`src/sv/tgc_pkg.sv`:
```
// ----------------------------------------------------------------------------
// tgc_pkg
// shared types, codes and reset values of the touch gesture classifier
// ----------------------------------------------------------------------------
package tgc_pkg;

  // input item kinds carried on the slave-side tuser
  typedef enum logic [1:0] {
    ACT_TICK   = 2'd0,
    ACT_IRQ    = 2'd1,
    ACT_REPORT = 2'd2
  } action_e;

  // raw controller event codes
  typedef enum logic [1:0] {
    EV_DOWN    = 2'd0,
    EV_UP      = 2'd1,
    EV_CONTACT = 2'd2,
    EV_NONE    = 2'd3
  } raw_ev_e;

  typedef enum logic [2:0] {
    GST_TAP      = 3'd0,
    GST_LONG_TAP = 3'd1,
    GST_UP       = 3'd2,
    GST_DOWN     = 3'd3,
    GST_RIGHT    = 3'd4,
    GST_LEFT     = 3'd5
  } gesture_e;

  localparam logic KIND_GESTURE = 1'b0;
  localparam logic KIND_REPORT  = 1'b1;

  // register indexes
  typedef enum logic [2:0] {
    REG_CLASSIFY_EN    = 3'd0,
    REG_NEW_EVENT_GAP  = 3'd1,
    REG_MOVE_THRESHOLD = 3'd2,
    REG_LONG_THRESHOLD = 3'd3,
    REG_PANEL_WIDTH    = 3'd4
  } reg_idx_e;

  localparam int unsigned PaddrWidth = 5;
  localparam int unsigned InDataWidth = 32;
  localparam int unsigned OutDataWidth = 80;

  localparam logic        ClassifyEnRst    = 1'b1;
  localparam logic [15:0] NewEventGapRst   = 16'd10;
  localparam logic [11:0] MoveThresholdRst = 12'd50;
  localparam logic [15:0] LongThresholdRst = 16'd100;
  localparam logic [11:0] PanelWidthRst    = 12'd320;

  localparam logic [15:0] TickMax = 16'hFFFF;

  typedef struct packed {
    logic        classify_en;
    logic [15:0] new_event_gap;
    logic [11:0] move_threshold;
    logic [15:0] long_threshold;
    logic [11:0] panel_width;
  } cfg_t;

  typedef struct packed {
    logic               kind;
    logic [2:0]         gesture;
    logic signed [12:0] pos_x;
    logic [11:0]        pos_y;
    logic signed [13:0] delta_x;
    logic signed [12:0] delta_y;
    logic [15:0]        gesture_ticks;
    logic [1:0]         event_code;
  } result_t;

endpackage

```
`src/sv/touch_gesture_classifier_unit.sv`:
```
// ----------------------------------------------------------------------------
// touch_gesture_classifier_unit
// classifies touch reports into taps and swipes, or passes them through
// ----------------------------------------------------------------------------
//
//   channel  | direction | payload
//   ---------+-----------+-----------------------------------------------
//   s_axis   | in        | tuser action, tdata event code and raw x/y
//   m_axis   | out       | tuser kind, tdata gesture, position, deltas
//   apb      | in/out    | five configuration registers at 4*index
//
// one item per cycle while the output register is free or drains; the classifier
// works on the item in the input register and updates the gesture state, then its
// result (if any) sits in the output register until the transfer completes.
// an item passes through the input register and then the output register, so
// both lie between the input transfer and the output transfer.
// reset clears gesture state, valid flags and loads register defaults.
// a stalled output holds back only items that reach the input register
// behind it; the input register still takes one more item meanwhile.
//
module touch_gesture_classifier_unit (
  input  logic                                clk_i,
  input  logic                                rst_ni,
  // slave side
  input  logic                                s_tvalid_i,
  output logic                                s_tready_o,
  // [1:0] raw_ev, [13:2] raw_x, [25:14] raw_y, [31:26] zero
  input  logic [tgc_pkg::InDataWidth-1:0]     s_tdata_i,
  // [1:0] action
  input  logic [1:0]                          s_tuser_i,
  // master side
  output logic                                m_tvalid_o,
  input  logic                                m_tready_i,
  // [2:0] gesture, [15:3] pos_x, [27:16] pos_y, [41:28] delta_x,
  // [54:42] delta_y, [70:55] gesture_ticks, [72:71] event_code, [79:73] zero
  output logic [tgc_pkg::OutDataWidth-1:0]    m_tdata_o,
  // [0] kind
  output logic                                m_tuser_o,
  // configuration
  input  logic                                psel,
  input  logic                                penable,
  input  logic                                pwrite,
  input  logic [tgc_pkg::PaddrWidth-1:0]      paddr,
  input  logic [31:0]                         pwdata,
  output logic [31:0]                         prdata,
  output logic                                pready
);
  import tgc_pkg::*;

  cfg_t       cfg;
  logic       in_vld_q;
  logic [1:0] in_action_q;
  logic [1:0] in_event_q;
  logic [11:0] in_x_q;
  logic [11:0] in_y_q;
  logic       adv;
  logic       res_valid;
  result_t    res;
  logic       out_vld_q;
  result_t    out_q;

  tgc_cfg_regs u_cfg (
    .clk_i   (clk_i),
    .rst_ni  (rst_ni),
    .psel    (psel),
    .penable (penable),
    .pwrite  (pwrite),
    .paddr   (paddr),
    .pwdata  (pwdata),
    .prdata  (prdata),
    .pready  (pready),
    .cfg_o   (cfg)
  );

  // the registered item moves on when the output register is free or drains
  assign adv        = in_vld_q && (!out_vld_q || m_tready_i);
  assign s_tready_o = !in_vld_q || adv;

  always_ff @(posedge clk_i or negedge rst_ni) begin
    if (!rst_ni) begin
      in_vld_q <= 1'b0;
    end else if (s_tready_o) begin
      in_vld_q <= s_tvalid_i;
    end
  end

  // input payload, no reset needed
  always_ff @(posedge clk_i) begin
    if (s_tready_o && s_tvalid_i) begin
      in_action_q <= s_tuser_i;
      in_event_q  <= s_tdata_i[1:0];
      in_x_q      <= s_tdata_i[13:2];
      in_y_q      <= s_tdata_i[25:14];
    end
  end

  tgc_core u_core (
    .clk_i         (clk_i),
    .rst_ni        (rst_ni),
    .cfg_i         (cfg),
    .fire_i        (adv),
    .action_i      (in_action_q),
    .raw_ev_i      (in_event_q),
    .raw_x_i       (in_x_q),
    .raw_y_i       (in_y_q),
    .res_valid_o   (res_valid),
    .res_o         (res)
  );

  always_ff @(posedge clk_i or negedge rst_ni) begin
    if (!rst_ni) begin
      out_vld_q <= 1'b0;
    end else if (adv && res_valid) begin
      out_vld_q <= 1'b1;
    end else if (m_tready_i) begin
      out_vld_q <= 1'b0;
    end
  end

  always_ff @(posedge clk_i) begin
    if (adv && res_valid) begin
      out_q <= res;
    end
  end

  assign m_tvalid_o = out_vld_q;
  assign m_tuser_o  = out_q.kind;
  assign m_tdata_o  = {7'd0, out_q.event_code, out_q.gesture_ticks, out_q.delta_y,
                       out_q.delta_x, out_q.pos_y, out_q.pos_x, out_q.gesture};

endmodule

```
`src/sv/tgc_cfg_regs.sv`:
```
// ----------------------------------------------------------------------------
// tgc_cfg_regs
// configuration register file behind a simple apb port
// ----------------------------------------------------------------------------
module tgc_cfg_regs (
  input  logic                            clk_i,
  input  logic                            rst_ni,
  input  logic                            psel,
  input  logic                            penable,
  input  logic                            pwrite,
  input  logic [tgc_pkg::PaddrWidth-1:0]  paddr,
  input  logic [31:0]                     pwdata,
  output logic [31:0]                     prdata,
  output logic                            pready,
  output tgc_pkg::cfg_t                   cfg_o
);
  import tgc_pkg::*;

  cfg_t     cfg_q;
  reg_idx_e idx;
  logic     wr_en;

  assign idx    = reg_idx_e'(paddr[PaddrWidth-1:2]);
  assign pready = 1'b1;
  assign wr_en  = psel && penable && pwrite && pready;

  always_ff @(posedge clk_i or negedge rst_ni) begin
    if (!rst_ni) begin
      cfg_q.classify_en    <= ClassifyEnRst;
      cfg_q.new_event_gap  <= NewEventGapRst;
      cfg_q.move_threshold <= MoveThresholdRst;
      cfg_q.long_threshold <= LongThresholdRst;
      cfg_q.panel_width    <= PanelWidthRst;
    end else if (wr_en) begin
      unique case (idx)
        REG_CLASSIFY_EN:    cfg_q.classify_en    <= pwdata[0];
        REG_NEW_EVENT_GAP:  cfg_q.new_event_gap  <= pwdata[15:0];
        REG_MOVE_THRESHOLD: cfg_q.move_threshold <= pwdata[11:0];
        REG_LONG_THRESHOLD: cfg_q.long_threshold <= pwdata[15:0];
        REG_PANEL_WIDTH:    cfg_q.panel_width    <= pwdata[11:0];
        default: ;
      endcase
    end
  end

  always_comb begin
    prdata = '0;
    unique case (idx)
      REG_CLASSIFY_EN:    prdata = {31'd0, cfg_q.classify_en};
      REG_NEW_EVENT_GAP:  prdata = {16'd0, cfg_q.new_event_gap};
      REG_MOVE_THRESHOLD: prdata = {20'd0, cfg_q.move_threshold};
      REG_LONG_THRESHOLD: prdata = {16'd0, cfg_q.long_threshold};
      REG_PANEL_WIDTH:    prdata = {20'd0, cfg_q.panel_width};
      default:            prdata = '0;
    endcase
  end

  assign cfg_o = cfg_q;

endmodule

```
`src/sv/tgc_core.sv`:
```
// ----------------------------------------------------------------------------
// tgc_core
// gesture state and single-pass classification of one registered item
// ----------------------------------------------------------------------------
module tgc_core (
  input  logic             clk_i,
  input  logic             rst_ni,
  input  tgc_pkg::cfg_t    cfg_i,
  input  logic             fire_i,
  input  logic [1:0]       action_i,
  input  logic [1:0]       raw_ev_i,
  input  logic [11:0]      raw_x_i,
  input  logic [11:0]      raw_y_i,
  output logic             res_valid_o,
  output tgc_pkg::result_t res_o
);
  import tgc_pkg::*;

  logic               watching_q, watching_d;
  logic               captured_q, captured_d;
  logic [15:0]        ticks_q, ticks_d;
  logic signed [12:0] first_x_q, first_x_d;
  logic [11:0]        first_y_q, first_y_d;

  action_e            act;
  raw_ev_e            ev;
  logic signed [12:0] x;
  logic signed [13:0] dx;
  logic signed [12:0] dy;
  logic [13:0]        dx_neg;
  logic [12:0]        dy_neg;
  logic [12:0]        ax;
  logic [11:0]        ay;
  logic               tap_zone;
  gesture_e           gst;

  assign act = action_e'(action_i);
  assign ev  = raw_ev_e'(raw_ev_i);

  // mirrored x and displacements from the first touch
  assign x      = $signed({1'b0, cfg_i.panel_width}) - $signed({1'b0, raw_x_i});
  assign dx     = $signed({x[12], x}) - $signed({first_x_q[12], first_x_q});
  assign dy     = $signed({1'b0, raw_y_i}) - $signed({1'b0, first_y_q});
  assign dx_neg = -dx;
  assign dy_neg = -dy;
  assign ax     = dx[13] ? dx_neg[12:0] : dx[12:0];
  assign ay     = dy[12] ? dy_neg[11:0] : dy[11:0];

  assign tap_zone = (ax < {1'b0, cfg_i.move_threshold}) && (ay < cfg_i.move_threshold);

  always_comb begin
    if (tap_zone) begin
      gst = (ticks_q < cfg_i.long_threshold) ? GST_TAP : GST_LONG_TAP;
    end else if ({1'b0, ay} < ax) begin
      gst = dx[13] ? GST_LEFT : GST_RIGHT;
    end else begin
      gst = dy[12] ? GST_UP : GST_DOWN;
    end
  end

  always_comb begin
    watching_d  = watching_q;
    captured_d  = captured_q;
    ticks_d     = ticks_q;
    first_x_d   = first_x_q;
    first_y_d   = first_y_q;
    res_valid_o = 1'b0;
    res_o       = '0;
    case (act)
      ACT_TICK: begin
        if (ticks_q != TickMax) begin
          ticks_d = ticks_q + 16'd1;
        end
      end
      ACT_IRQ: begin
        if (cfg_i.classify_en && !watching_q && (ticks_q > cfg_i.new_event_gap)) begin
          watching_d = 1'b1;
          captured_d = 1'b0;
          ticks_d    = '0;
        end
      end
      ACT_REPORT: begin
        if (!cfg_i.classify_en) begin
          // simple mode: pass the decoded report straight through
          res_valid_o      = 1'b1;
          res_o.kind       = KIND_REPORT;
          res_o.pos_x      = x;
          res_o.pos_y      = raw_y_i;
          res_o.event_code = raw_ev_i;
        end else if (watching_q) begin
          if ((ev == EV_DOWN) && !captured_q) begin
            first_x_d  = x;
            first_y_d  = raw_y_i;
            captured_d = 1'b1;
          end
          if (ev == EV_UP) begin
            watching_d          = 1'b0;
            res_valid_o         = 1'b1;
            res_o.kind          = KIND_GESTURE;
            res_o.gesture       = gst;
            res_o.pos_x         = first_x_q;
            res_o.pos_y         = first_y_q;
            res_o.delta_x       = dx;
            res_o.delta_y       = dy;
            res_o.gesture_ticks = ticks_q;
            res_o.event_code    = EV_UP;
          end
        end
      end
      default: ;
    endcase
  end

  always_ff @(posedge clk_i or negedge rst_ni) begin
    if (!rst_ni) begin
      watching_q <= 1'b0;
      captured_q <= 1'b0;
      ticks_q    <= '0;
      first_x_q  <= '0;
      first_y_q  <= '0;
    end else if (fire_i) begin
      watching_q <= watching_d;
      captured_q <= captured_d;
      ticks_q    <= ticks_d;
      first_x_q  <= first_x_d;
      first_y_q  <= first_y_d;
    end
  end

endmodule

```
`config.mk`:
```
export PLATFORM = sky130hd
export DESIGN_NAME = touch_gesture_classifier_unit
export DESIGN_NICKNAME = d
export VERILOG_FILES = /design/src/sv/tgc_pkg.sv /design/src/sv/touch_gesture_classifier_unit.sv /design/src/sv/tgc_cfg_regs.sv /design/src/sv/tgc_core.sv
export SDC_FILE = /design/constraint.sdc
export NUM_CORES = 1
export LEC_CHECK = 0
export BUFFER_PORTS_ARGS = -buffer_cell sky130_fd_sc_hd__buf_2
export CAP_MARGIN = 25
export CORE_MARGIN = 2
export CORE_UTILIZATION = 60
export DETAILED_ROUTE_END_ITERATION = 16
export PLACE_DENSITY = 0.88
export SLEW_MARGIN = 20
export SYNTH_ARGS = -nofsm -noshare
export SYNTH_HDL_FRONTEND = slang
export SYNTH_SLANG_ARGS = --single-unit
```
`constraint.sdc`:
```
create_clock -name clk_i -period 11 [get_ports clk_i]
set_clock_uncertainty 0.2 [all_clocks]
set_input_delay 2.2 -clock clk_i [delete_from_list [all_inputs] [get_ports clk_i]]
set_output_delay 2.2 -clock clk_i [all_outputs]
set_load 0.03 [all_outputs]
```
==> impl_metrics.json, run 1 <==
{
  "area_delta_synth_final_pct": 14.4,
  "dp_hpwl_mm": 19.9,
  "ant_nets": 0,
  "htree_levels": 1,
  "clockBufferDepth": 3,
  "rsz0062_at_grt": "false",
  "async_flop_share_pct": 50.0,
  "rows": 51,
  "grt_pass1_vias": 8902,
  "final_nets": 1468,
  "wl_met3_mm": 1.63,
  "synth_top_area_cell": "edfxtp_1",
  "utilization_pct": 70.2,
  "cp.required_ns": 11.11,
  "crit_slowest_cell": "o22ai_1",
  "num_vias": 9060,
  "viasPerCell": 5.79,
  "cp_top_family": "compound AO/OA/AOI/OAI gates",
  "die_height_um": 145,
  "die-area_mm2": 0.0210,
  "core_region_area_mm2": 0.0195,
  "ff2ff_path_depth": 27,
  "drc": 0,
  "synthDistinctLibCells": 66,
  "grt_pass1_wl_mm": 44.6,
  "crit_start": "u_cfg.cfg_o[0]",
  "drt_wl_total_mm": 27.4,
  "seq_area_frac_synth_pct": 47.2,
  "maxCapViolations": 0,
  "synth.most_common_cell": "inv_1",
  "critical-path-max-stage-delay_ns": 0.46,
  "finalSetupTns_ns": 0,
  "firstDrtPassIters": 5,
  "p_leak_nw": 6.18,
  "setup_viol": 0,
  "grt_max_degree": 65,
  "critical_path_depth": 27,
  "crit_fanout": 6,
  "synth.area.top_cells": "edfxtp_1 26%, dfrtp_1 19%, ha_1 11%",
  "ys_top_cells_by_count": "105 x inv_1, 104 x ha_1, 102 x edfxtp_1",
  "met2_length_mm": 13.5,
  "min_period_over_period_pct": 62.8,
  "cp.arrival_ns": 7.02,
  "port_buffers": 145,
  "tightest_slew_ns": 1.05,
  "fillers": 1406,
  "drive_gt1_share_pct": 20.6,
  "dieWidth_um": 145,
  "crit_path_start_kind": "register",
  "status": "finished clean",
  "cts_hold_buf": 0,
  "final_hold_viol_count": 0,
  "power_density_mw_per_mm2": 207,
  "clk_pin_slew_worst_paths_ns": 0.06,
  "path_buf_inv": 3,
  "antenna_found_initial": 0,
  "r2r_slack_ns": 4.09,
  "min_period_ns": 6.91,
  "antennaDiodeCount": 0,
  "pin_count": 194,
  "cts-buffers-inserted": 22,
  "netlist.area_leader.share_pct": 25.7,
  "worstSetupEndpoint": "m_tdata_o[0]",
  "synthCells": 1136,
  "synth_area_per_cell_um2": 10.5,
  "ctsResizeCount": 0,
  "clock_latency_ns": 0.50,
  "drtIter0Drc": 667,
  "gp_congestion": 0.903,
  "end_kind": "register",
  "vdd_ir_drop_max_uv": 132,
  "cts_sinks": 204,
  "hold_class": "reg -> reg",
  "routed.top_layer": "met4",
  "timing.rr.end": "m_tdata_o[0]",
  "ys_ff_latch": 204,
  "timing.rr.start": "u_cfg.cfg_o[0]",
  "max-slew-margin-rel_pct": 29.7,
  "start_util_pct": 61.3,
  "wl_met1_mm": 11.6,
  "clockRootBuffer": "clkbuf_16",
  "drv_slew": 0,
  "grt_usage_pct": 26.0,
  "postCtsSetupRepairBufs": 0,
  "netlist_area_mm2": 0.0119,
  "setup.worst_path.class": "reg -> reg",
  "synth_flop_cell": "edfxtp_1",
  "fmax_mhz": 145,
  "wire_per_inst_um": 17.5,
  "synth_warnings": 0,
  "cts_tree": "done",
  "synth_edf_count": 102,
  "grt-ovfl-total": 0
}
[cells in the final DEF, fill, tap and decap left out, types with 4 or more instances in the layout]
| cell type | instances |
|---|---|
| clkbuf_16 | 23 |
| o31ai_1 | 4 |
| inv_1 | 105 |
| buf_4 | 12 |
| o22ai_1 | 13 |
| buf_2 | 144 |
| or3_1 | 13 |
| a2111oi_0 | 5 |
| a21o_1 | 18 |
| and2_1 | 28 |
| bufinv_16 | 5 |
| nor2b_1 | 10 |
| clkbuf_1 | 6 |
| xnor2_1 | 37 |
| nor2_1 | 68 |
| and3_1 | 7 |
| o21a_1 | 9 |
| nand3_1 | 19 |
| nand2b_1 | 11 |
| xor2_1 | 18 |
| mux2_2 | 55 |
| conb_1 | 24 |
| a21oi_1 | 56 |
| dfrtp_1 | 91 |
| edfxtp_1 | 102 |
| a31oi_1 | 4 |
| o21bai_1 | 6 |
| o21ai_0 | 82 |
| dfstp_2 | 11 |
| ha_1 | 104 |
| nand3b_1 | 4 |
| nor3_1 | 11 |
| mux2i_1 | 15 |
| a211oi_1 | 8 |
| nand4_1 | 14 |
| a22o_1 | 5 |
| nand2_1 | 84 |
| a211o_1 | 4 |
| a22oi_1 | 13 |
[layer usage]
| metal | track usage (%) | vias up |
|---|---|---|
| met5 | 0 | - |
| met2 | 45.2 | 329 |
| met4 | 7.82 | 0 |
| li1 | - | 4296 |
| met1 | 34.2 | 4373 |
| met3 | 3.46 | 62 |
[power by group]
| group | switching (mW) | internal, mW |
|---|---|---|
| clock | 0.293 | 0.500 |
| sequential | 0.0557 | 0.880 |
| combinational | 0.663 | 0.430 |
| total | 1.01 | 1.81 |
[sequential cells by signal, indices dropped and copies added (netlist names), 2 cells and up]
register,cells
m_tdata_o,73
in_event_q,2
u_core.first_y_q,12
in_x_q,12
u_core.first_x_q,13
u_cfg.cfg_o,57
in_action_q,2
in_y_q,12
u_core.ticks_q,16
[layout make-up]
type / instances / area (µm²) / area share (%)
inverter: 105 / 394 / 2.89
clock inverter: 11 / 181 / 1.33
timing repair buffer: 156 / 811 / 5.94
clock buffer: 29 / 598 / 4.38
sequential: 204 / 5630 / 41.2
multi-input combinational: 794 / 5710 / 41.8
tap: 265 / 332 / 2.43
[stage by stage]
stage | setup slack [ns] | hold slack (ns) | instance area (µm²) | power (mW) | instances
4_1_cts | 4.10 | 0.307 | 13700 | 2.82 | 1563
5_1_grt | 3.60 | 0.314 | 13700 | 3.01 | 1564
3_3_place_gp | 4.25 | 0.286 | 12900 | 1.98 | 1523
2_1_floorplan | 2.30 | 0.275 | 12000 | 1.76 | 1158
6_report | 4.09 | 0.305 | 13700 | 2.82 | 1564
3_5_place_dp | 4.13 | 0.294 | 12900 | 2.01 | 1523
[how the worst min path moves through the flow]
stage,startpoint,to,slack (ns),depth (start not counted)
floorplan,u_core.first_x_q[0],u_core.first_x_q[0],0.28,2
global placement,u_core.first_y_q[2],u_core.first_y_q[2],0.29,1
detailed placement,u_core.first_y_q[9],u_core.first_y_q[9],0.29,1
CTS,u_core.first_y_q[10],u_core.first_y_q[10],0.31,1
global route,u_core.first_y_q[8],u_core.first_y_q[8],0.31,1
finish,u_core.first_x_q[8],u_core.first_x_q[8],0.31,1
[worst register-to-register path, stage by stage (launching register included)]
cell       delay, ns
dfrtp_1         0.42
inv_1           0.07
ha_1            0.17
inv_1           0.06
fa_1            0.41
a21o_1          0.19
a21oi_1         0.23
o21bai_1        0.09
a21oi_1         0.21
xnor2_1         0.24
ha_1            0.35
a211o_1         0.33
o31a_4          0.38
a211o_1         0.28
and2_1          0.17
o22ai_1         0.46
o21ai_0         0.22
xnor2_1         0.30
inv_1           0.08
ha_1            0.31
a21oi_1         0.13
nand2_1         0.07
a2111oi_0       0.40
o31ai_1         0.15
o21ai_0         0.21
nor2_1          0.07
mux2_2          0.28
a221oi_1        0.25
[cells by family after synthesis]
kind of cell	after synthesis	share of synthesized area (%)
adder cells (fa/ha/maj)	107	11.4
flip-flops	204	47.2
AND/OR/NAND/NOR	288	11.8
AO/OA/AOI/OAI	250	13.3
XOR/XNOR	55	4.04
buffers and inverters	160	5.79
multiplexers	70	6.45
other	2	0.0629
No activity file was read; power rests on OpenSTA's default activity.
==> run 2, diff against run 1 <==
Settings changed: CORE_UTILIZATION 60 to 58, PLACE_DENSITY 0.88 to 0.86.
Clock period 11 ns to 7.07 ns, I/O delays scaled along.
==> run 2 against run 1 <==
Sequential cell count is the same. Fmax grew 3.5%. Largest power group unchanged. Critical path depth is the same. Highest routed layer unchanged. Via count grew 0.31%. Global-route usage grew 0.45 points. Die area grew 3.4%. Final cell count grew 0.45%. Critical path type unchanged. Combinational power grew 63%.
==> impl_metrics.json, run 2 (synthesized netlist as in run 1, its figures left out) <==
{
  "timing.rr.end": "m_tdata_o[0]",
  "layout_commonest_cell": "buf_2",
  "dp_hpwl_mm": 20.7,
  "status": "finished clean",
  "grt_pass1_vias": 8990,
  "drc": 0,
  "holdPathEnd": "u_core.first_y_q[1]",
  "cp.required_ns": 7.18,
  "cts_hold_buf": 0,
  "cts_sinks": 204,
  "antenna_found_initial": 2,
  "r2r_slack_ns": 0.39,
  "clock_latency_ns": 0.51,
  "min_period_over_period_pct": 94.5,
  "die-area_mm2": 0.0217,
  "setup_viol": 0,
  "cts_tree": "done",
  "grt_max_degree": 76,
  "clockRootBuffer": "clkbuf_16",
  "drtIter0Drc": 575,
  "drt_wl_total_mm": 28.5,
  "p_leak_nw": 6.14,
  "vdd_ir_drop_max_uv": 215,
  "timing.rr.start": "u_cfg.cfg_o[0]",
  "final_cell_count_no_fill": 1571,
  "grt_pass1_wl_mm": 46.1,
  "port_buffers": 145,
  "end_kind": "register",
  "gp_congestion": 0.918,
  "drive_gt1_share_pct": 20.6,
  "power_density_mw_per_mm2": 320,
  "crit_fanout": 9,
  "largest_reg_flops": 73,
  "setup.worst_path.class": "reg -> reg",
  "drv_slew": 0,
  "utilization_pct": 67.2,
  "dieWidth_um": 147,
  "ff2ff_path_depth": 27,
  "place_inst": 1528,
  "p_total_mw": 4.35,
  "cp.arrival_ns": 6.79,
  "layout_common_cells": "144 x buf_2, 105 x inv_1, 104 x ha_1",
  "wire_per_inst_um": 18.1,
  "htree_levels": 1,
  "crit_path_start_kind": "register",
  "area_delta_synth_final_pct": 13.9,
  "cp_top_family": "compound AO/OA/AOI/OAI gates",
  "setup_ws_ns": 0.392,
  "grt_usage_pct": 26.5,
  "die_height_um": 147,
  "ant_nets": 0,
  "min_path_cells": 1,
  "viasPerCell": 5.78,
  "maxCapViolations": 0,
  "final_hold_viol_count": 0,
  "cts-buffers-inserted": 22,
  "place_ws_ns": 0.591,
  "fmax_mhz": 150,
  "critical-path-max-stage-delay_ns": 0.40,
  "final_nets": 1468,
  "firstDrtPassIters": 6,
  "start_util_pct": 59.0,
  "tightest_slew_ns": 0.967,
  "clockBufferDepth": 3,
  "min_from": "u_core.first_y_q[1]",
  "clk_pin_slew_worst_paths_ns": 0.06,
  "rows": 52,
  "rsz0062_at_grt": "false",
  "core_region_area_mm2": 0.0202,
  "max-slew-margin-rel_pct": 35.4,
  "finalSetupTns_ns": 0,
  "grt-ovfl-total": 0,
  "pin_count": 194,
  "num_vias": 9088,
  "path_buf_inv": 3,
  "hold_class": "reg -> reg",
  "crit_slowest_cell": "dfrtp_1",
  "min_period_ns": 6.68
}
==> run 2: changes by cell type in the layout (fill, tap and decap cells not counted), moves of 2 or more <==
cell and change:
bufinv_16 -3, clkbuf_1 -4, clkinv_1 +5, diode_2 +2
o21ai_0 -2, o21ai_1 +2
==> run 2: worst max path at each step <==
stage	start	end	slack (ns)	depth (start not counted)
6_report	u_cfg.cfg_o[0]	m_tdata_o[0]	0.39	27
5_1_grt	u_cfg.cfg_o[0]	m_tdata_o[0]	0.05	27
4_1_cts	u_cfg.cfg_o[0]	m_tdata_o[0]	0.42	27
3_5_place_dp	u_cfg.cfg_o[0]	m_tdata_o[0]	0.59	28
3_3_place_gp	u_cfg.cfg_o[0]	m_tdata_o[0]	0.69	28
2_1_floorplan	u_cfg.cfg_o[0]	m_tdata_o[0]	1.14	27
==> run 2: power by group <==
group	total, mW	leakage, nW	switching (mW)	internal, mW
clock	1.12	0.345	0.475	0.647
combinational	1.78	3.56	1.09	0.688
sequential	1.45	2.24	0.0855	1.37
==> run 2: through the flow <==
step / area [µm²] / hold slack (ns)
3_5_place_dp: 12900 / 0.294
4_1_cts: 13600 / 0.307
5_1_grt: 13600 / 0.320
3_3_place_gp: 12900 / 0.286
2_1_floorplan: 12000 / 0.275
6_report: 13600 / 0.308
==> run 2: final cells by class <==
class | instances | area [µm²]
inverters | 105 | 394
clock buffers | 24 | 558
well taps | 270 | 338
flip-flops and latches | 204 | 5630
fillers | 1516 | 6640
diodes | 2 | 5.00
clock inverters | 16 | 143
multi-input cells | 794 | 5720
repair buffers | 156 | 811
==> run 2: per-layer routing <==
| metal | GRT usage [%] | share of wire (%) | vias up |
|---|---|---|---|
| met5 | 0 | 0 | - |
| met4 | 8.61 | 2.8 | 0 |
| met3 | 3.98 | 6.7 | 52 |
| met2 | 44.7 | 49 | 360 |
| met1 | 35.5 | 41 | 4370 |
| li1 | - | - | 4306 |
==> run 2: what timing repair did <==
item / in CTS / in global routing
setup buffers: 0 / 1
setup endpoints to repair: 0 / 1
resized for setup: 0 / 3
